<file path="src/hdl/sblru_pkg.sv">
package sblru_pkg;

   localparam logic FUNC_INSERT = 1'b0;
   localparam logic FUNC_TOUCH  = 1'b1;

   localparam logic [2:0] ST_EVICT  = 3'd0;
   localparam logic [2:0] ST_INSERT = 3'd1;
   localparam logic [2:0] ST_REJECT = 3'd2;
   localparam logic [2:0] ST_TOUCH  = 3'd3;
   localparam logic [2:0] ST_MISS   = 3'd4;

   localparam int KEY_W = 16;

   typedef struct packed {
      logic latch;
      logic evict;
      logic append;
      logic move;
      logic scan_clr;
      logic scan_inc;
   } dp_cmd_type;

   typedef struct packed {
      logic              func;
      logic              reject;
      logic              need_evict;
      logic              scan_end;
      logic              scan_hit;
      logic [KEY_W-1:0]  evict_key;
      logic [KEY_W-1:0]  req_key;
   } dp_stat_type;

endpackage

</file>
<file path="src/hdl/sblru_datapath.sv">
module sblru_datapath #(
   parameter int SLOTS    = 32,
   parameter int KEY_BITS = 16
) (
   input  logic                        clock,
   input  logic                        reset,
   input  logic                        csr_write_en,
   input  logic [31:0]                 csr_write_data,
   input  logic                        req_func,
   input  logic [sblru_pkg::KEY_W-1:0] req_key,
   input  logic [31:0]                 req_entry_size,
   input  logic [31:0]                 req_time_stamp,
   input  sblru_pkg::dp_cmd_type       cmd,
   output sblru_pkg::dp_stat_type      stat
);
   localparam int IW = (SLOTS > 1) ? $clog2(SLOTS) : 1;
   localparam int CW = $clog2(SLOTS + 1);
   localparam int KW = sblru_pkg::KEY_W;

   logic [31:0]   cap_ff;
   logic [CW-1:0] held_ff;
   logic [31:0]   used_ff;
   logic [31:0]   last_stamp_ff;
   logic          func_ff;
   logic [KW-1:0] key_ff;
   logic [31:0]   size_ff;
   logic [31:0]   stamp_ff;
   logic [CW-1:0] scan_ff;

   logic [KW-1:0] slot_key   [SLOTS];
   logic [31:0]   slot_size  [SLOTS];
   logic [31:0]   slot_stamp [SLOTS];

   logic [KW-1:0] key_mask;
   logic [IW-1:0] scan_idx;
   logic [CW-1:0] held_m1;
   logic [32:0]   need_total;
   logic [31:0]   used_base;

   always_comb begin
      for (int i = 0; i < KW; i++) begin
         key_mask[i] = (i < KEY_BITS);
      end
   end

   assign scan_idx   = scan_ff[IW-1:0];
   assign held_m1    = held_ff - CW'(1);
   assign need_total = {1'b0, used_ff} + {1'b0, size_ff};
   assign used_base  = (held_ff == '0) ? 32'd0 : used_ff;

   always_ff @(posedge clock) begin
      if (reset) begin
         cap_ff  <= 32'd65536;
         held_ff <= '0;
         used_ff <= '0;
         scan_ff <= '0;
      end else begin
         if (csr_write_en) begin
            cap_ff <= csr_write_data;
         end
         if (cmd.evict) begin
            held_ff <= held_m1;
            used_ff <= used_ff - slot_size[0];
         end else if (cmd.append) begin
            held_ff <= held_ff + CW'(1);
            used_ff <= used_base + size_ff;
         end
         if (cmd.scan_clr) begin
            scan_ff <= '0;
         end else if (cmd.scan_inc) begin
            scan_ff <= scan_ff + CW'(1);
         end
      end
   end

   always_ff @(posedge clock) begin
      if (cmd.latch) begin
         func_ff  <= req_func;
         key_ff   <= req_key & key_mask;
         size_ff  <= req_entry_size;
         stamp_ff <= req_time_stamp;
      end
      if (cmd.append || cmd.move) begin
         last_stamp_ff <= stamp_ff;
      end
   end

   for (genvar g = 0; g < SLOTS; g++) begin : g_slot
      always_ff @(posedge clock) begin
         if ((cmd.append && held_ff == CW'(g)) || (cmd.move && held_m1 == CW'(g))) begin
            slot_key[g]   <= key_ff;
            slot_size[g]  <= cmd.move ? slot_size[scan_idx] : size_ff;
            slot_stamp[g] <= stamp_ff;
         end else if (cmd.evict || (cmd.move && CW'(g) >= scan_ff)) begin
            if (g < SLOTS - 1) begin
               slot_key[g]   <= slot_key[(g < SLOTS - 1) ? g + 1 : g];
               slot_size[g]  <= slot_size[(g < SLOTS - 1) ? g + 1 : g];
               slot_stamp[g] <= slot_stamp[(g < SLOTS - 1) ? g + 1 : g];
            end
         end
      end
   end

   always_comb begin
      stat.func       = func_ff;
      stat.reject     = (size_ff >= cap_ff) ||
                        ((held_ff != '0) && (last_stamp_ff > stamp_ff));
      stat.need_evict = (held_ff != '0) &&
                        ((need_total > {1'b0, cap_ff}) || (held_ff >= CW'(SLOTS)));
      stat.scan_end   = scan_ff >= held_ff;
      stat.scan_hit   = slot_key[scan_idx] == key_ff;
      stat.evict_key  = slot_key[0];
      stat.req_key    = key_ff;
   end

   held_in_range: assert property (@(posedge clock) disable iff (reset)
      held_ff <= CW'(SLOTS))
      else $error("held count above slot count");
   evict_decrements: assert property (@(posedge clock) disable iff (reset)
      cmd.evict |=> held_ff == $past(held_m1))
      else $error("eviction did not drop one entry");
   append_has_room: assert property (@(posedge clock) disable iff (reset)
      cmd.append |-> held_ff < CW'(SLOTS))
      else $error("append with all slots full");

endmodule

</file>
<file path="src/hdl/sblru_ctrl.sv">
module sblru_ctrl (
   input  logic                        clock,
   input  logic                        reset,
   input  logic                        req_valid,
   output logic                        req_ready,
   output logic                        rsp_valid,
   input  logic                        rsp_ready,
   output logic [2:0]                  rsp_status,
   output logic [sblru_pkg::KEY_W-1:0] rsp_result_key,
   output logic                        rsp_last,
   input  sblru_pkg::dp_stat_type      stat,
   output sblru_pkg::dp_cmd_type       cmd
);
   localparam logic [1:0] S_IDLE   = 2'd0;
   localparam logic [1:0] S_DECIDE = 2'd1;
   localparam logic [1:0] S_EVICT  = 2'd2;
   localparam logic [1:0] S_SCAN   = 2'd3;

   logic [1:0]  state_ff, state_in;
   logic        rsp_valid_ff;
   logic [2:0]  rsp_status_ff;
   logic [sblru_pkg::KEY_W-1:0] rsp_key_ff;
   logic        rsp_last_ff;
   logic        free;
   logic        emit;
   logic [2:0]  emit_status;
   logic        emit_last;
   logic [sblru_pkg::KEY_W-1:0] emit_key;

   assign free      = !rsp_valid_ff || rsp_ready;
   assign req_ready = state_ff == S_IDLE;

   always_comb begin
      state_in    = state_ff;
      cmd         = '0;
      emit        = 1'b0;
      emit_status = sblru_pkg::ST_INSERT;
      emit_last   = 1'b1;
      emit_key    = stat.req_key;
      unique case (state_ff)
         S_IDLE: begin
            if (req_valid) begin
               cmd.latch = 1'b1;
               state_in  = S_DECIDE;
            end
         end
         S_DECIDE: begin
            if (stat.func == sblru_pkg::FUNC_TOUCH) begin
               cmd.scan_clr = 1'b1;
               state_in     = S_SCAN;
            end else if (!stat.reject) begin
               state_in = S_EVICT;
            end else if (free) begin
               emit        = 1'b1;
               emit_status = sblru_pkg::ST_REJECT;
               state_in    = S_IDLE;
            end
         end
         S_EVICT: begin
            if (free) begin
               emit = 1'b1;
               if (stat.need_evict) begin
                  cmd.evict   = 1'b1;
                  emit_status = sblru_pkg::ST_EVICT;
                  emit_key    = stat.evict_key;
                  emit_last   = 1'b0;
               end else begin
                  cmd.append = 1'b1;
                  state_in   = S_IDLE;
               end
            end
         end
         S_SCAN: begin
            if (stat.scan_end) begin
               if (free) begin
                  emit        = 1'b1;
                  emit_status = sblru_pkg::ST_MISS;
                  state_in    = S_IDLE;
               end
            end else if (stat.scan_hit) begin
               if (free) begin
                  cmd.move    = 1'b1;
                  emit        = 1'b1;
                  emit_status = sblru_pkg::ST_TOUCH;
                  state_in    = S_IDLE;
               end
            end else begin
               cmd.scan_inc = 1'b1;
            end
         end
         default: state_in = S_IDLE;
      endcase
   end

   always_ff @(posedge clock) begin
      if (reset) begin
         state_ff     <= S_IDLE;
         rsp_valid_ff <= 1'b0;
      end else begin
         state_ff <= state_in;
         if (emit) begin
            rsp_valid_ff <= 1'b1;
         end else if (rsp_ready) begin
            rsp_valid_ff <= 1'b0;
         end
      end
   end

   always_ff @(posedge clock) begin
      if (emit) begin
         rsp_status_ff <= emit_status;
         rsp_key_ff    <= emit_key;
         rsp_last_ff   <= emit_last;
      end
   end

   assign rsp_valid      = rsp_valid_ff;
   assign rsp_status     = rsp_status_ff;
   assign rsp_result_key = rsp_key_ff;
   assign rsp_last       = rsp_last_ff;

   no_emit_when_busy: assert property (@(posedge clock) disable iff (reset)
      emit |-> free)
      else $error("result overwrote a pending item");
   evict_only_needed: assert property (@(posedge clock) disable iff (reset)
      cmd.evict |-> stat.need_evict && state_ff == S_EVICT)
      else $error("eviction without need");
   move_only_on_hit: assert property (@(posedge clock) disable iff (reset)
      cmd.move |-> stat.scan_hit && !stat.scan_end)
      else $error("move without a key match");

endmodule

</file>
<file path="src/hdl/size_budget_lru_cache.sv">
// Size-budget LRU cache.
// Input channel req_*: one item is an insert (req_func 0) or a touch (1) of
// req_key; inserts carry req_entry_size and every item carries a time stamp.
// Result channel rsp_*: one or more items per request, rsp_last on the final.
// Inserts give zero or more evictions (oldest first), then inserted, or a
// single rejected. Touches give touched or touch missed.
// csr_write_en/csr_write_data set the size budget; write only while idle.
// Sequence: a request is taken only in the idle state. A rejected insert
// is answered from the decide state; an accepted insert emits one eviction
// per step in the evict state, then inserts; a touch scans the held slots
// from the oldest until a key match or the end. The controller then goes
// back to idle, where the next request is taken.
// The result register reloads in the cycle its item is taken. While an item
// waits without rsp_ready, the controller holds before its next result.
// Reset empties the list, clears the used total and sets the budget to
// 65536; no clearing pass is needed.
module size_budget_lru_cache #(
   parameter int SLOTS    = 32,
   parameter int KEY_BITS = 16
) (
   input  logic        clock,
   input  logic        reset,
   input  logic        csr_write_en,
   input  logic [31:0] csr_write_data,
   input  logic        req_valid,
   output logic        req_ready,
   input  logic        req_func,
   input  logic [15:0] req_key,
   input  logic [31:0] req_entry_size,
   input  logic [31:0] req_time_stamp,
   output logic        rsp_valid,
   input  logic        rsp_ready,
   output logic [2:0]  rsp_status,
   output logic [15:0] rsp_result_key,
   output logic        rsp_last
);
   sblru_pkg::dp_cmd_type  cmd;
   sblru_pkg::dp_stat_type stat;

   sblru_datapath #(
      .SLOTS    (SLOTS),
      .KEY_BITS (KEY_BITS)
   ) u_datapath (
      .clock          (clock),
      .reset          (reset),
      .csr_write_en   (csr_write_en),
      .csr_write_data (csr_write_data),
      .req_func       (req_func),
      .req_key        (req_key),
      .req_entry_size (req_entry_size),
      .req_time_stamp (req_time_stamp),
      .cmd            (cmd),
      .stat           (stat)
   );

   sblru_ctrl u_ctrl (
      .clock          (clock),
      .reset          (reset),
      .req_valid      (req_valid),
      .req_ready      (req_ready),
      .rsp_valid      (rsp_valid),
      .rsp_ready      (rsp_ready),
      .rsp_status     (rsp_status),
      .rsp_result_key (rsp_result_key),
      .rsp_last       (rsp_last),
      .stat           (stat),
      .cmd            (cmd)
   );

endmodule

</file>
<file path="config.mk">
export PLATFORM = sky130hd
export DESIGN_NAME = size_budget_lru_cache
export DESIGN_NICKNAME = d
export VERILOG_FILES = /design/src/hdl/sblru_pkg.sv /design/src/hdl/sblru_datapath.sv /design/src/hdl/sblru_ctrl.sv /design/src/hdl/size_budget_lru_cache.sv
export SDC_FILE = /design/constraint.sdc
export NUM_CORES = 2
export LEC_CHECK = 0
export BUFFER_PORTS_ARGS = -buffer_cell sky130_fd_sc_hd__buf_4
export CORE_ASPECT_RATIO = 2
export CORE_MARGIN = 2
export CORE_UTILIZATION = 44
export CTS_CLUSTER_SIZE = 20
export DETAILED_ROUTE_END_ITERATION = 10
export PLACE_DENSITY_LB_ADDON = 0.1
export SYNTH_ARGS = -nofsm -noshare
export SYNTH_HDL_FRONTEND = slang
export SYNTH_SLANG_ARGS = --single-unit
</file>
<file path="constraint.sdc">
create_clock -name clock -period 12.6 [get_ports clock]
set_clock_uncertainty 0.1 [all_clocks]
set_input_delay 2.52 -clock clock [delete_from_list [all_inputs] [get_ports clock]]
set_output_delay 2.52 -clock clock [all_outputs]
set_load 0.01 [all_outputs]
</file>
==> implementation parameters <==
Parameter                              Value

Route
  DRC errors left    34
  Residual antenna-violating net count after detailed routing    0
  Initial drt markers    about 5.3k
  Total vias in the final route    between 50k and 60k
  Detail-routed net length per standard cell    about 37 µm
  First-pass iteration count of the detailed router    11
  Via density    about 6.4
  Total Wirelength    337000 µm

GRT
  Number of antenna violations at the first check in global routing    17
  Global-route wire length before repair    470000 µm
  Grt total ovfl    0
  Total GRT Usage    a little under a third
  Vias in the first global route    just over 60k
  Pin count of the biggest net entering global routing    105

STA
  Min Hold Slack    between 0.3 and 0.4 ns
  Final Hold Violating Endpoints    0
  Final worst-path cycle share    between 60% and 70%
  Final period demand of the worst path    8.32 ns
  Setup violation total in the final timing report    0
  RSZ-0062 raised after global routing    false
  Worst slew margin    between 10% and 20%
  Worst-Margin Slew    roughly 1.3 ns
  Highest clock rate    120 MHz
  Max-slew violations    0
  Final total negative setup slack    0 ns

Clock tree
  Clock tree from TritonCTS    done
  CTS root buf    sky130_fd_sc_hd__clkbuf_16
  Post-CTS Hold Fix Bufs    0
  Clock slew seen by the registers of the worst setup and hold paths    ~0.07 ns
  Clock Tree Buf Depth    4
  Number of buffers created by CTS    ~180
  Number of gates given a new drive strength after cts    0
  Clock latency on the worst-skew pair    0.88 ns
  CTS H-tree depth    4
  Post-CTS setup repair buffer count    0
  Clk sink count    approximately 1.8k

Critical path
  R2R Path Start    u_datapath.size_ff[0]$_DFFE_PP_
  Signal arrival time at the worst endpoint    just under 9 ns
  Critical path class    flip-flop to flip-flop
  Capturing point of the worst reg2reg path    u_datapath.slot_size[5][6]$_DFFE_PP_
  Crit. End Element    flip-flop
  Reg-to-reg setup timing slack    around 4.3 ns
  Depth of the most critical reg-to-reg path    24
  Required time at the endpoint of the critical path    13.08 ns
  Category of the worst setup path launch point    flip-flop
  Biggest fanout along the worst timing path    between 80 and 90

Yosys
  Net count of the mapped netlist    around 6.5k
  Number of standard cells after synthesis    a little over 6k
  Yosys warnings    0
  Flip-flop and latch count after synthesis    1753
  Synthesized area per cell    15.3 µm²
  Netlist Area Pre-Place    between 0.09 and 0.1 mm²
  Share of flip-flops with an asynchronous set or reset after synthesis    0%
  Library cells used by synthesis    85
  Sequential cell area fraction in the yosys report    55.3%
  Main synth FF type    sky130_fd_sc_hd__edfxtp_1
  Number of enable-type register cells in the synthesized netlist    between 1.5k and 2k

Die
  Starting utilization of the core area    between 40% and 50%
  Number of core rows    around 240
  Number of placed I/O pins    140
  Core area    0.212 mm²
  Die width    approximately 330 µm
  Die height    656 µm
  Die Area    ~0.22 mm²

Final layout
  Leading cell type in the layout, fill and taps excluded    sky130_fd_sc_hd__edfxtp_1
  Commonest non-fill, non-tap cells in the layout    sky130_fd_sc_hd__edfxtp_1, sky130_fd_sc_hd__mux2_2, sky130_fd_sc_hd__mux4_2
  Share of final-layout standard cells stronger than drive strength 1    a little over a third
  Fin area    0.103 mm²
  Synthesis-to-finish area growth    10.5%
  Number of nets in the layout    around 6.4k

Power
  Internal power summed over all cells    between 9 and 10 mW
  Net switching power figure    between 3 and 4 mW
  Combinational share of power    about a tenth
  Pwr dens    around 130 mW/mm²
  Clock network power share    39.8%
  Seq pwr share    50.5%
  Leakage    34.5 nW
  Max rail drop VDD    between 0.09 and 0.1 mV
  Share of total power consumed by net switching    24.5%

Worst hold path
  Min-Delay Path Class    flip-flop to flip-flop
  Critical hold path startpoint    u_datapath.stamp_ff[19]$_DFFE_PP_
  Hold depth    0
  Min-Delay Endpoint    u_datapath.last_stamp_ff[19]$_DFFE_PP_

Outcome
  Outcome    finished with violations
  Violated checks    design-rule violations

Placement
  Cell Area, Placed    between 0.09 and 0.1 mm²
  Detailed placement HPWL    about 210000 µm
  Global placer's final weighted congestion    between 0.8 and 0.9
  Number of I/O port buffers    about 140

Run
  Number of maximum-capacitance constraint violations    0
==> kinds of logic (layout without fill, tap and decap cells) <==
kind of cell,count (synthesis),in the layout,synth area share [%]
multiplexers,2071,2071,29.4
adder cells (fa/ha/maj),208,208,2.80
flip-flops,1753,1753,55.3
AND/OR/NAND/NOR,689,689,3.66
XOR/XNOR,82,82,0.767
buffers and inverters,650,766,3.14
AO/OA/AOI/OAI,671,671,4.92
other,0,8,0
==> critical path, stage by stage (launching register included) <==
cell                        delay (ns)
sky130_fd_sc_hd__edfxtp_1         0.42
sky130_fd_sc_hd__ha_1             0.22
sky130_fd_sc_hd__inv_1            0.07
sky130_fd_sc_hd__fa_1             0.40
sky130_fd_sc_hd__nand2b_1         0.19
sky130_fd_sc_hd__a21oi_1          0.27
sky130_fd_sc_hd__o2111ai_1        0.29
sky130_fd_sc_hd__a2111oi_1        0.77
sky130_fd_sc_hd__o211ai_1         0.20
sky130_fd_sc_hd__a21boi_0         0.20
sky130_fd_sc_hd__o21ai_0          0.13
sky130_fd_sc_hd__o22ai_1          0.26
sky130_fd_sc_hd__o211ai_1         0.15
sky130_fd_sc_hd__xnor2_1          0.14
sky130_fd_sc_hd__ha_1             0.32
sky130_fd_sc_hd__a21o_1           0.19
sky130_fd_sc_hd__a211oi_1         0.26
sky130_fd_sc_hd__o2111ai_1        0.16
sky130_fd_sc_hd__a21oi_1          0.22
sky130_fd_sc_hd__and3_1           0.40
sky130_fd_sc_hd__nor3_4           0.08
sky130_fd_sc_hd__buf_12           0.22
sky130_fd_sc_hd__o2bb2ai_4        0.94
sky130_fd_sc_hd__buf_4            0.87
sky130_fd_sc_hd__mux2_2           0.42
==> Yosys cell counts (33+ instances only) <==
cell type / number / area share, %
sky130_fd_sc_hd__clkbuf_1: 289 / 1.2
sky130_fd_sc_hd__dfxtp_1: 84 / 1.8
sky130_fd_sc_hd__o21ai_0: 121 / 0.65
sky130_fd_sc_hd__mux2i_1: 198 / 2.1
sky130_fd_sc_hd__buf_6: 33 / 0.40
sky130_fd_sc_hd__mux4_2: 384 / 9.2
sky130_fd_sc_hd__nand2_1: 203 / 0.81
sky130_fd_sc_hd__edfxtp_1: 1669 / 54
sky130_fd_sc_hd__buf_2: 102 / 0.55
sky130_fd_sc_hd__a21oi_1: 120 / 0.64
sky130_fd_sc_hd__buf_1: 52 / 0.21
sky130_fd_sc_hd__inv_1: 139 / 0.56
sky130_fd_sc_hd__nor2_1: 149 / 0.60
sky130_fd_sc_hd__nand3_1: 70 / 0.37
sky130_fd_sc_hd__a211oi_1: 49 / 0.39
sky130_fd_sc_hd__nor3_1: 40 / 0.21
sky130_fd_sc_hd__buf_4: 33 / 0.26
sky130_fd_sc_hd__ha_1: 205 / 2.7
sky130_fd_sc_hd__a22oi_1: 77 / 0.62
sky130_fd_sc_hd__and2_1: 42 / 0.28
sky130_fd_sc_hd__xnor2_1: 63 / 0.59
sky130_fd_sc_hd__mux2_2: 1119 / 13
sky130_fd_sc_hd__nand4_1: 42 / 0.28
sky130_fd_sc_hd__mux2_1: 350 / 4.2
sky130_fd_sc_hd__a21o_1: 66 / 0.53
==> sequential cells by signal (all words and copies together), names as in the netlist, named ones only <==
| signal | count |
|---|---|
| u_ctrl.rsp_status | 3 |
| u_datapath.slot_size | 1024 |
| u_datapath.key_ff | 16 |
| u_datapath.last_stamp_ff | 32 |
| u_ctrl.rsp_last | 1 |
| u_datapath.stamp_ff | 32 |
| u_datapath.scan_ff | 6 |
| u_datapath.size_ff | 32 |
| u_datapath.func_ff | 1 |
| u_datapath.slot_key | 512 |
| u_datapath.held_ff | 6 |
| u_ctrl.rsp_result_key | 16 |
| u_ctrl.rsp_valid | 1 |
| u_datapath.cap_ff | 32 |
| u_datapath.used_ff | 32 |
| u_ctrl.state_ff | 2 |
==> through the flow <==
| stage | setup slack [ns] | utilization [%] | total power, mW | cells |
|---|---|---|---|---|
| after detailed placement | 4.34 | 46.3 | 8.02 | 8698 |
| after global placement | 4.09 | 46.3 | 7.99 | 8698 |
| after floorplan | 3.78 | - | 7.56 | 6124 |
| final | 4.28 | 48.9 | 13.1 | 9019 |
| after global routing | 4.01 | 48.9 | 13.5 | 9013 |
| after CTS | 4.33 | 48.8 | 13.2 | 9009 |
==> power groups by stage <==
stage          logic, mW  clock network [mW]  registers, mW
4_1_cts             1.27                5.30           6.63
2_1_floorplan      0.839                   0           6.72
6_report            1.27                5.23           6.63
3_3_place_gp        1.24                   0           6.75
5_1_grt             1.37                5.47           6.64
3_5_place_dp        1.26                   0           6.76
==> worst max path at each step <==
stage	slack, ns	end	cells past startpoint	from
finish	4.28	u_datapath.slot_size[5][6]$_DFFE_PP_	24	u_datapath.size_ff[0]$_DFFE_PP_
CTS	4.33	u_datapath.slot_size[5][16]$_DFFE_PP_	14	flip-flop
detailed placement	4.34	u_datapath.slot_size[5][6]$_DFFE_PP_	14	flip-flop
floorplan	3.78	u_datapath.slot_key[8][0]$_DFFE_PP_	24	u_datapath.size_ff[0]$_DFFE_PP_
global route	4.01	u_datapath.slot_size[5][15]$_DFFE_PP_	24	u_datapath.size_ff[0]$_DFFE_PP_
global placement	4.09	u_datapath.slot_size[3][6]$_DFFE_PP_	24	u_datapath.size_ff[0]$_DFFE_PP_
==> layout make-up <==
type                       count  area [µm²]
clock inverter                88         684
antenna                        8        20.0
multi-input combinational   3721       39800
inverter                     141         529
tap                         2771        3470
sequential                  1753       51800
timing repair buffer         314        2450
fill                       18100      108000
clock buffer                 223        4700
==> routing by layer <==
| layer | up-vias | track usage (%) | wire, µm |
|---|---|---|---|
| met5 | - | 0 | 89 |
| met4 | 12 | 18.3 | 23600 |
| met3 | 752 | 4.02 | 17400 |
| met2 | 2198 | 55.4 | 177000 |
| met1 | 31000 | 34.5 | 119000 |
| li1 | 24200 | - | - |
No activity file was read; power rests on OpenSTA's default activity.
